[src/hdl/macd_pkg.sv]
// Shared types and constants for the MACD crossover detector.
// Used by macd_mac, macd_ctrl and macd_crossover_detector; depends on nothing.
package macd_pkg;

    localparam int PRICE_W   = 32;
    localparam int VAL_W     = 33;
    localparam int ALPHA_W   = 17;
    localparam int COEF_W    = ALPHA_W + 1;
    localparam int OPND_W    = VAL_W + 1;
    localparam int PROD_W    = COEF_W + OPND_W;
    localparam int CFG_IDX_W = 2;
    localparam int FRAC_W    = 16;
    localparam int S_TDATA_W = 32;
    localparam int M_TDATA_W = 72;

    localparam logic [ALPHA_W-1:0] ONE_Q16 = 17'h10000;

    localparam logic [ALPHA_W-1:0] FAST_ALPHA_RST   = 17'd10082;
    localparam logic [ALPHA_W-1:0] SLOW_ALPHA_RST   = 17'd4855;
    localparam logic [ALPHA_W-1:0] SIGNAL_ALPHA_RST = 17'd13107;

    localparam logic [CFG_IDX_W-1:0] REG_FAST_ALPHA   = 2'd0;
    localparam logic [CFG_IDX_W-1:0] REG_SLOW_ALPHA   = 2'd1;
    localparam logic [CFG_IDX_W-1:0] REG_SIGNAL_ALPHA = 2'd2;

    typedef enum logic [3:0] {
        ST_IDLE,
        ST_FAST_A,
        ST_FAST_B,
        ST_FAST_W,
        ST_SLOW_B,
        ST_SLOW_W,
        ST_MACD,
        ST_SIG_A,
        ST_SIG_B,
        ST_SIG_W
    } state_t;

    typedef enum logic [2:0] {
        SEL_FAST_X,
        SEL_FAST_E,
        SEL_SLOW_X,
        SEL_SLOW_E,
        SEL_SIG_X,
        SEL_SIG_E
    } opsel_t;

    typedef struct packed {
        logic   accept;
        opsel_t sel;
        logic   mul_en;
        logic   acc_load;
        logic   fast_we;
        logic   slow_we;
        logic   macd_we;
        logic   out_we;
    } ctrl_t;

endpackage

[src/hdl/macd_mac.sv]
// Shared multiply-accumulate unit: one 18 x 34 signed multiplier with a product
// register and an accumulator register. Depends on macd_pkg.
module macd_mac
    import macd_pkg::*;
(
    input  logic                     aclk,
    input  logic [ALPHA_W-1:0]       coef,
    input  logic signed [OPND_W-1:0] opnd,
    input  logic                     mul_en,
    input  logic                     acc_load,
    output logic signed [PROD_W-1:0] sum
);

    logic signed [COEF_W-1:0] coef_s;
    logic signed [PROD_W-1:0] prod_reg;
    logic signed [PROD_W-1:0] prod_next;
    logic signed [PROD_W-1:0] acc_reg;
    logic signed [PROD_W-1:0] acc_next;

    assign coef_s    = signed'({1'b0, coef});
    assign prod_next = mul_en ? coef_s * opnd : prod_reg;
    assign acc_next  = acc_load ? prod_reg : acc_reg;
    assign sum       = acc_reg + prod_reg;

    always_ff @(posedge aclk) begin
        prod_reg <= prod_next;
        acc_reg  <= acc_next;
    end

endmodule

[src/hdl/macd_ctrl.sv]
// Sequencer that steps the shared multiplier through the three EMA updates.
// Depends on macd_pkg.
module macd_ctrl
    import macd_pkg::*;
(
    input  logic  aclk,
    input  logic  aresetn,
    input  logic  s_tvalid,
    input  logic  first_sample,
    input  logic  out_busy,
    output logic  s_tready,
    output ctrl_t ctrl
);

    state_t state_reg;
    state_t state_next;

    always_ff @(posedge aclk) begin
        if (!aresetn) begin
            state_reg <= ST_IDLE;
        end else begin
            state_reg <= state_next;
        end
    end

    always_comb begin
        state_next = state_reg;
        unique case (state_reg)
            ST_IDLE: begin
                if (s_tvalid) begin
                    state_next = first_sample ? ST_MACD : ST_FAST_A;
                end
            end
            ST_FAST_A: state_next = ST_FAST_B;
            ST_FAST_B: state_next = ST_FAST_W;
            ST_FAST_W: state_next = ST_SLOW_B;
            ST_SLOW_B: state_next = ST_SLOW_W;
            ST_SLOW_W: state_next = ST_MACD;
            ST_MACD:   state_next = ST_SIG_A;
            ST_SIG_A:  state_next = ST_SIG_B;
            ST_SIG_B:  state_next = ST_SIG_W;
            ST_SIG_W: begin
                if (!out_busy) begin
                    state_next = ST_IDLE;
                end
            end
            default:   state_next = ST_IDLE;
        endcase
    end

    always_comb begin
        s_tready = 1'b0;
        ctrl     = '{accept: 1'b0, sel: SEL_FAST_X, mul_en: 1'b0, acc_load: 1'b0,
                     fast_we: 1'b0, slow_we: 1'b0, macd_we: 1'b0, out_we: 1'b0};
        unique case (state_reg)
            ST_IDLE: begin
                s_tready    = 1'b1;
                ctrl.accept = s_tvalid;
            end
            ST_FAST_A: begin
                ctrl.sel    = SEL_FAST_X;
                ctrl.mul_en = 1'b1;
            end
            ST_FAST_B: begin
                ctrl.sel      = SEL_FAST_E;
                ctrl.mul_en   = 1'b1;
                ctrl.acc_load = 1'b1;
            end
            ST_FAST_W: begin
                ctrl.fast_we = 1'b1;
                ctrl.sel     = SEL_SLOW_X;
                ctrl.mul_en  = 1'b1;
            end
            ST_SLOW_B: begin
                ctrl.sel      = SEL_SLOW_E;
                ctrl.mul_en   = 1'b1;
                ctrl.acc_load = 1'b1;
            end
            ST_SLOW_W: begin
                ctrl.slow_we = 1'b1;
            end
            ST_MACD: begin
                ctrl.macd_we = 1'b1;
            end
            ST_SIG_A: begin
                ctrl.sel    = SEL_SIG_X;
                ctrl.mul_en = 1'b1;
            end
            ST_SIG_B: begin
                ctrl.sel      = SEL_SIG_E;
                ctrl.mul_en   = 1'b1;
                ctrl.acc_load = 1'b1;
            end
            ST_SIG_W: begin
                ctrl.out_we = !out_busy;
            end
            default: begin
                s_tready = 1'b0;
            end
        endcase
    end

endmodule

[src/hdl/macd_crossover_detector.sv]
// Top level of the MACD signal-line crossover detector: registers, operand
// selection and result word. Depends on macd_pkg, macd_mac and macd_ctrl.
//
//   Channel  Ports                         Word contents
//   input    s_tvalid s_tready s_tdata     close_price
//   result   m_tvalid m_tready m_tdata     macd_value, signal_value, buy, sell
//   config   cfg_valid cfg_ready           cfg_index, cfg_data (always ready)
//
// A word is accepted, then passes through nine sequencer steps, six of which
// drive the single shared 18 x 34 multiplier. The first word after reset skips
// the fast and slow EMA steps, as both EMAs are simply loaded with the price.
// Reset restores the default smoothing factors and clears all EMA state.
// A new word is accepted while a result waits; the last step holds until the
// result register is free.
module macd_crossover_detector
    import macd_pkg::*;
(
    input  logic                 aclk,
    input  logic                 aresetn,
    input  logic                 s_tvalid,
    output logic                 s_tready,
    input  logic [S_TDATA_W-1:0] s_tdata,   // [31:0] close_price
    output logic                 m_tvalid,
    input  logic                 m_tready,
    output logic [M_TDATA_W-1:0] m_tdata,   // [32:0] macd_value, [65:33] signal_value,
                                            // [66] buy_flag, [67] sell_flag, [71:68] zero
    input  logic                 cfg_valid,
    output logic                 cfg_ready,
    input  logic [CFG_IDX_W-1:0] cfg_index,
    input  logic [ALPHA_W-1:0]   cfg_data
);

    ctrl_t ctrl;

    logic [ALPHA_W-1:0] fast_alpha_reg, fast_alpha_next;
    logic [ALPHA_W-1:0] slow_alpha_reg, slow_alpha_next;
    logic [ALPHA_W-1:0] sig_alpha_reg, sig_alpha_next;
    logic [ALPHA_W-1:0] cfg_clamped;

    logic                     first_reg, first_next;
    logic [PRICE_W-1:0]       price_reg, price_next;
    logic [PRICE_W-1:0]       fast_reg, fast_next;
    logic [PRICE_W-1:0]       slow_reg, slow_next;
    logic signed [VAL_W-1:0]  macd_reg, macd_next;
    logic signed [VAL_W-1:0]  sig_reg, sig_next;
    logic signed [VAL_W-1:0]  prev_macd_reg, prev_macd_next;
    logic signed [VAL_W-1:0]  prev_sig_reg, prev_sig_next;

    logic                     m_tvalid_reg, m_tvalid_next;
    logic [M_TDATA_W-1:0]     m_tdata_reg, m_tdata_next;

    logic [ALPHA_W-1:0]       coef;
    logic signed [OPND_W-1:0] opnd;
    logic signed [PROD_W-1:0] sum;
    logic signed [VAL_W-1:0]  sig_new;
    logic                     buy;
    logic                     sell;
    logic                     out_busy;

    assign cfg_ready = 1'b1;

    assign out_busy = m_tvalid_reg && !m_tready;

    macd_ctrl u_ctrl (
        .aclk         (aclk),
        .aresetn      (aresetn),
        .s_tvalid     (s_tvalid),
        .first_sample (first_reg),
        .out_busy     (out_busy),
        .s_tready     (s_tready),
        .ctrl         (ctrl)
    );

    macd_mac u_mac (
        .aclk     (aclk),
        .coef     (coef),
        .opnd     (opnd),
        .mul_en   (ctrl.mul_en),
        .acc_load (ctrl.acc_load),
        .sum      (sum)
    );

    always_comb begin
        coef = fast_alpha_reg;
        opnd = signed'({2'b00, price_reg});
        unique case (ctrl.sel)
            SEL_FAST_X: begin
                coef = fast_alpha_reg;
                opnd = signed'({2'b00, price_reg});
            end
            SEL_FAST_E: begin
                coef = ONE_Q16 - fast_alpha_reg;
                opnd = signed'({2'b00, fast_reg});
            end
            SEL_SLOW_X: begin
                coef = slow_alpha_reg;
                opnd = signed'({2'b00, price_reg});
            end
            SEL_SLOW_E: begin
                coef = ONE_Q16 - slow_alpha_reg;
                opnd = signed'({2'b00, slow_reg});
            end
            SEL_SIG_X: begin
                coef = sig_alpha_reg;
                opnd = signed'({macd_reg[VAL_W-1], macd_reg});
            end
            SEL_SIG_E: begin
                coef = ONE_Q16 - sig_alpha_reg;
                opnd = signed'({sig_reg[VAL_W-1], sig_reg});
            end
            default: begin
                coef = fast_alpha_reg;
                opnd = signed'({2'b00, price_reg});
            end
        endcase
    end

    assign sig_new = sum[FRAC_W+VAL_W-1:FRAC_W];
    assign buy     = (prev_sig_reg > prev_macd_reg) && (sig_new < macd_reg);
    assign sell    = !buy && (prev_sig_reg < prev_macd_reg) && (sig_new > macd_reg);

    assign cfg_clamped = (cfg_data > ONE_Q16) ? ONE_Q16 : cfg_data;

    always_comb begin
        fast_alpha_next = fast_alpha_reg;
        slow_alpha_next = slow_alpha_reg;
        sig_alpha_next  = sig_alpha_reg;
        if (cfg_valid) begin
            unique case (cfg_index)
                REG_FAST_ALPHA:   fast_alpha_next = cfg_clamped;
                REG_SLOW_ALPHA:   slow_alpha_next = cfg_clamped;
                REG_SIGNAL_ALPHA: sig_alpha_next  = cfg_clamped;
                default:          fast_alpha_next = fast_alpha_reg;
            endcase
        end
    end

    always_comb begin
        first_next     = first_reg;
        price_next     = price_reg;
        fast_next      = fast_reg;
        slow_next      = slow_reg;
        macd_next      = macd_reg;
        sig_next       = sig_reg;
        prev_macd_next = prev_macd_reg;
        prev_sig_next  = prev_sig_reg;
        m_tdata_next   = m_tdata_reg;
        m_tvalid_next  = m_tvalid_reg && !m_tready;

        if (ctrl.accept) begin
            price_next    = s_tdata;
            prev_sig_next = sig_reg;
            if (first_reg) begin
                first_next = 1'b0;
                fast_next  = s_tdata;
                slow_next  = s_tdata;
            end else begin
                prev_macd_next = macd_reg;
            end
        end
        if (ctrl.fast_we) begin
            fast_next = sum[FRAC_W+PRICE_W-1:FRAC_W];
        end
        if (ctrl.slow_we) begin
            slow_next = sum[FRAC_W+PRICE_W-1:FRAC_W];
        end
        if (ctrl.macd_we) begin
            macd_next = signed'({1'b0, fast_reg}) - signed'({1'b0, slow_reg});
        end
        if (ctrl.out_we) begin
            sig_next      = sig_new;
            m_tvalid_next = 1'b1;
            m_tdata_next  = {4'b0000, sell, buy, sig_new, macd_reg};
        end
    end

    always_ff @(posedge aclk) begin
        if (!aresetn) begin
            fast_alpha_reg <= FAST_ALPHA_RST;
            slow_alpha_reg <= SLOW_ALPHA_RST;
            sig_alpha_reg  <= SIGNAL_ALPHA_RST;
            first_reg      <= 1'b1;
            fast_reg       <= '0;
            slow_reg       <= '0;
            macd_reg       <= '0;
            sig_reg        <= '0;
            prev_macd_reg  <= '0;
            prev_sig_reg   <= '0;
            m_tvalid_reg   <= 1'b0;
        end else begin
            fast_alpha_reg <= fast_alpha_next;
            slow_alpha_reg <= slow_alpha_next;
            sig_alpha_reg  <= sig_alpha_next;
            first_reg      <= first_next;
            fast_reg       <= fast_next;
            slow_reg       <= slow_next;
            macd_reg       <= macd_next;
            sig_reg        <= sig_next;
            prev_macd_reg  <= prev_macd_next;
            prev_sig_reg   <= prev_sig_next;
            m_tvalid_reg   <= m_tvalid_next;
        end
    end

    always_ff @(posedge aclk) begin
        price_reg   <= price_next;
        m_tdata_reg <= m_tdata_next;
    end

    assign m_tvalid = m_tvalid_reg;
    assign m_tdata  = m_tdata_reg;

    a_one_word_at_a_time: assert property (@(posedge aclk) disable iff (!aresetn)
        (s_tvalid && s_tready) |=> !s_tready)
        else $error("input accepted on consecutive cycles");

    a_no_result_overwrite: assert property (@(posedge aclk) disable iff (!aresetn)
        ctrl.out_we |-> (!m_tvalid_reg || m_tready))
        else $error("result register overwritten before it was taken");

    a_flags_exclusive: assert property (@(posedge aclk) disable iff (!aresetn)
        m_tvalid |-> !(m_tdata[66] && m_tdata[67]))
        else $error("buy and sell raised together");

endmodule

[config.mk]
export PLATFORM = sky130hd
export DESIGN_NAME = macd_crossover_detector
export DESIGN_NICKNAME = d
export VERILOG_FILES = /design/src/hdl/macd_pkg.sv /design/src/hdl/macd_mac.sv /design/src/hdl/macd_ctrl.sv /design/src/hdl/macd_crossover_detector.sv
export SDC_FILE = /design/constraint.sdc
export NUM_CORES = 2
export LEC_CHECK = 0
export ABC_AREA = 1
export BUFFER_PORTS_ARGS = -buffer_cell sky130_fd_sc_hd__buf_2
export CORE_MARGIN = 4
export CORE_UTILIZATION = 57
export CTS_CLUSTER_DIAMETER = 100
export CTS_CLUSTER_SIZE = 14
export DETAILED_ROUTE_END_ITERATION = 8
export GPL_ROUTABILITY_DRIVEN = 0
export PLACE_DENSITY = 0.81
export SLEW_MARGIN = 20
export SYNTH_ARGS = -nofsm -noshare
export SYNTH_HDL_FRONTEND = slang
export SYNTH_HIERARCHICAL = 1
export SYNTH_SLANG_ARGS = --single-unit
[constraint.sdc]
create_clock -name aclk -period 8.8 [get_ports aclk]
set_input_delay 1.32 -clock aclk [delete_from_list [all_inputs] [get_ports aclk]]
set_output_delay 1.32 -clock aclk [all_outputs]
set_load 0.01 [all_outputs]
## Yosys cells after proc, flatten, opt, wreduce, memory -nomap -nowiden

Index checks and enable logic that the tools add are counted.

| operators by class | value |
|---|---|
| multipliers | 1 |
| shift-type cells | 0 |
| eq/ne operators | 18 |
| reduce and logical (&&, ||, !) cells | 21 |
| add/sub/neg operators | 5 |
| divide/modulo/power cells | 0 |
| bitwise logic cells | 1 |
| magnitude comparators | 5 |
| muxes and demuxes | 20 |

Operators by type and width:

| kind | number |
|---|---|
| $pmux 34 s4 | 1 |
| $mux 32 | 4 |
| $pmux 17 s5 | 1 |
| $gt 33x33->1 | 2 |
| $lt 33x33->1 | 2 |
| $sub 17x17->17 const A | 3 |
| $add 49x49->49 | 1 |
| $mul 18x34->49 | 1 |
| $pmux 4 s10 | 1 |
| $sub 32x32->33 | 1 |
| $pmux 4 s6 | 1 |
| $gt 17x17->1 const B | 1 |
| $mux 17 | 1 |
| $eq 4x3->1 const B | 4 |
| $reduce_and 2->1 | 7 |
| $eq 4x2->1 const B | 2 |
| $eq 4x4->1 const B | 2 |
| $mux 1 | 8 |
| $mux 4 | 2 |
| $reduce_bool 2->1 | 4 |
| $eq 3x2->1 const B | 2 |
| $eq 3x3->1 const B | 2 |
| $eq 4x1->1 const B | 1 |
| $logic_and 1x1->1 | 4 |
| 10 further kinds | 13 |

| storage, ports and cells | value |
|---|---|
| input bits | 56 |
| bits in read-only memories | 0 |
| bits in registers | 451 |
| latch bits | 0 |
| output and inout bits | 75 |
| memory bits (writable) | 0 |
| memories | 0 |
| logic and storage cells | 87 |

## Logic depth before layout (Yosys ltp)

| logic depth | value |
|---|---|
| word-level depth | 6 |
| gate-level depth with buffers | 48 |
| mapped depth without buffers | 45 |

## By module

Netlist, hierarchy kept.

By module, submodules not included:

| module | cells an instance | area each (um2) | instances | seq. area each (um2) |
|---|---|---|---|---|
| macd_mac | 4124 | 29753.5 | 1 | 3123.0 |
| macd_crossover_detector | 2417 | 18372.6 | 1 | 7987.7 |
| macd_ctrl | 55 | 344.1 | 1 | 80.1 |

## Least setup slack after synthesis

No wires, ideal clock.

| timing | value |
|---|---|
| path kind | input -> register |
| start | input m_tready |
| end | register sig_reg[24] |
| setup time | 0.116 ns |
| required time | 8.684 ns |
| data arrival time | 8.732 ns |
| buffers on the path | 2 |
| setup slack | -0.048 ns |
| stages on the path | 7 |
| cells stage by stage | nor2_1 > nor4_1 > clkbuf_1 > inv_1 > clkbuf_1 > nor2_1 > nor2_1 |

RTL lines:

| item | RTL line | text |
|---|---|---|
| from (decl) | macd_crossover_detector.sv:24 | `input logic m_tready,` |
| to (signal assigned) | macd_crossover_detector.sv:198 | `sig_reg <= sig_next;` |
| to (decl) | macd_crossover_detector.sv:45 | `logic signed [VAL_W-1:0] sig_reg, sig_next;` |

==> flow_metrics.env <==
export IMPL_rows=105
export IMPL_grt_max_degree=102
export IMPL_syn_area_per_cell_um2=7.37
export IMPL_relSlewSlack_pct=16.7
export IMPL_largest_register_ffs=68
export IMPL_worstMarginPinSlew_ns=1.25
export IMPL_cpMaxStageDelayCell="o2111ai_1"
export IMPL_cts_tree="yes"
export IMPL_fillCellCount=6998
export IMPL_drv_cap=0
export IMPL_reg2reg_to="u_mac/prod_reg[23]$_DFFE_PP_"
export IMPL_cts_buffers=38
export IMPL_worstSkewPairLatency_ns=0.60
export IMPL_grt_first_pass_wirelength_um=221000
export IMPL_period_minus_slack_ns=8.45
export IMPL_crit_fanout=12
export IMPL_r2r_cells=28
export IMPL_fmax_mhz=118
export IMPL_gr_total_overflow=0
export IMPL_path_buf_inv=8
export IMPL_start_util_pct=57.5
export IMPL_drcViolationCount=0
export IMPL_timing_setup_tns_ns=0
export IMPL_status="finished clean"
export IMPL_htree_levels=2
export IMPL_yosys_warnings=6
export IMPL_io_buffers=125
export IMPL_fin_nets=7277
export IMPL_critical_path_class="reg -> reg"
export IMPL_vias_per_cell=5.64
export IMPL_num_vias=42400
export IMPL_core_area_um2=82000
export IMPL_grt_usage_pct=32.1
export IMPL_final_hold_violation_count=0
export IMPL_clock_path_buffers=3
export IMPL_clk_pin_slew_worst_paths_ns=0.07
export IMPL_cp_required_ns=9.14
export IMPL_grt_pass1_vias=41500
export IMPL_syn2layout_area_growth_pct=6.63
export IMPL_setup_viol=0
export IMPL_num_antenna_cells=0
export IMPL_worst_ep_arrival_time_ns=8.79
export IMPL_cp_common_cell="fa_1"
export IMPL_timing_rr_start="u_ctrl/state_reg[3]$_SDFFE_PN0P_"
export IMPL_hold_depth=0
export IMPL_die_y_um=296
export IMPL_io_pins=131
export IMPL_wl_per_cell_um=18.8
export IMPL_netlist_area_um2=47100
export IMPL_grt_setup_unrepaired="no"
export IMPL_dr_first_iter_drc_count=4596
export IMPL_ant_nets=0
export IMPL_min_path_type="reg -> reg"
export IMPL_critPathMaxStageDelay_ns=0.93
export IMPL_hpwl_um=111000
export IMPL_worst_path_dominant_cell_family="adder cells"
export IMPL_drv_slew=0
export IMPL_die_x_um=296
export IMPL_fin_cells=7510
export IMPL_drive_gt1_share_pct=7.05
export IMPL_antenna_found_initial=0
export IMPL_clock_sinks=451
export IMPL_min_delay_start="macd_reg[22]$_SDFFE_PN0P_"
export IMPL_endpoint="u_mac/prod_reg[23]$_DFFE_PP_"
export IMPL_worst_path_stages=28
export IMPL_clock_skew_final_ns=0.0389
export IMPL_timing_final_crit_share_pct=96.0
export IMPL_dp_cells=7443
export IMPL_cts_root_buf="clkbuf_16"
export IMPL_die_area_um2=87300
export IMPL_cp_startpoint="u_ctrl/state_reg[3]$_SDFFE_PN0P_"
export IMPL_synthCells=6395
export IMPL_r2r_setup_slack_ns=0.35
export IMPL_totalWireLength_um=141000
export IMPL_firstDrtPassIters=9
export IMPL_critPathLaunchType="register"
export IMPL_cp_end_kind="register"
worst min-delay path by stage:
stage	end	slack, ns
detailed placement	m_tdata[22]$_DFFE_PP_	0.42
global route	m_tdata[22]$_DFFE_PP_	0.45
finish	m_tdata[22]$_DFFE_PP_	0.43
floorplan	m_tdata[10]$_DFFE_PP_	0.41
global placement	m_tdata[5]$_DFFE_PP_	0.41
CTS	m_tdata[6]$_DFFE_PP_	0.44
cells in the final DEF (no fill, tap or decap), drive strengths merged:
| cell type | n |
|---|---|
| o211ai | 5 |
| nand3b | 7 |
| nand3 | 192 |
| a31o | 1 |
| edfxtp | 198 |
| a221o | 3 |
| o21ai | 283 |
| a21oi | 386 |
| fa | 541 |
| nor4b | 1 |
| xor2 | 37 |
| a22oi | 32 |
| a211oi | 5 |
| inv | 1513 |
| a21o | 9 |
| nor3 | 28 |
| o2111ai | 32 |
| a221oi | 3 |
| o21a | 8 |
| dfxtp | 253 |
| nand4 | 66 |
| nand2 | 1717 |
| o21bai | 13 |
| and2 | 7 |
| xnor2 | 15 |
| clkinvlp | 1 |
| nor4 | 9 |
| or2 | 2 |
| ha | 265 |
| buf | 232 |
| a21boi | 2 |
| conb | 5 |
| nor2 | 499 |
| clkinv | 8 |
| o22ai | 2 |
| clkbuf | 60 |
worst reg2reg max path: cells and delay by family (launching register included):
kind	cells	cell delay, ns
AOI/OAI and AO/OA	4	1.58
xor gates and xnor gates	1	0.38
adders and majority gates	7	3.34
buffers and inverters	8	1.57
DFF	1	0.36
and+or+nand+nor	8	1.01
what timing repair did:
| action | 4_1_cts | 5_1_grt |
|---|---|---|
| hold buffers | 0 | 0 |
| buffers inserted | 0 | 2 |
| endpoints found under the setup margin | 0 | 27 |
| resized for setup | 0 | 4 |
area by class of cell:
class / instances / area, um^2 / area share (%)
multi-input combinational: 4175 / 29500 / 58.8
sequential: 451 / 11000 / 21.9
inverter: 1517 / 5700 / 11.4
timing repair buffer: 232 / 1560 / 3.10
tap: 1070 / 1340 / 2.66
clock buffer: 60 / 1040 / 2.08
clock inverter: 5 / 68.8 / 0.137
metal layers:
| metal | up-vias | part of all wire [%] | global-route usage, % |
|---|---|---|---|
| met1 | 19800 | 37 | 40.5 |
| met3 | 593 | 11 | 6.72 |
| met4 | 0 | 6.9 | 18.7 |
| met2 | 2631 | 45 | 51.4 |
| li1 | 19300 | - | - |
| met5 | - | 0 | 0 |
metrics by stage:
stage | util, % | worst slack [ns] | hold WS (ns) | area (um^2)
2_1_floorplan | - | 1.54 | 0.408 | 47100
3_3_place_gp | 59.9 | 0.533 | 0.410 | 49100
3_5_place_dp | 59.9 | 0.363 | 0.418 | 49100
4_1_cts | 61.3 | 0.346 | 0.435 | 50200
5_1_grt | 61.3 | 0.124 | 0.453 | 50300
6_report | 61.3 | 0.352 | 0.435 | 50300
Power is left out: the tool's default activity adds up to more than one toggle a clock period on the data nets, which glitch-free logic cannot reach.
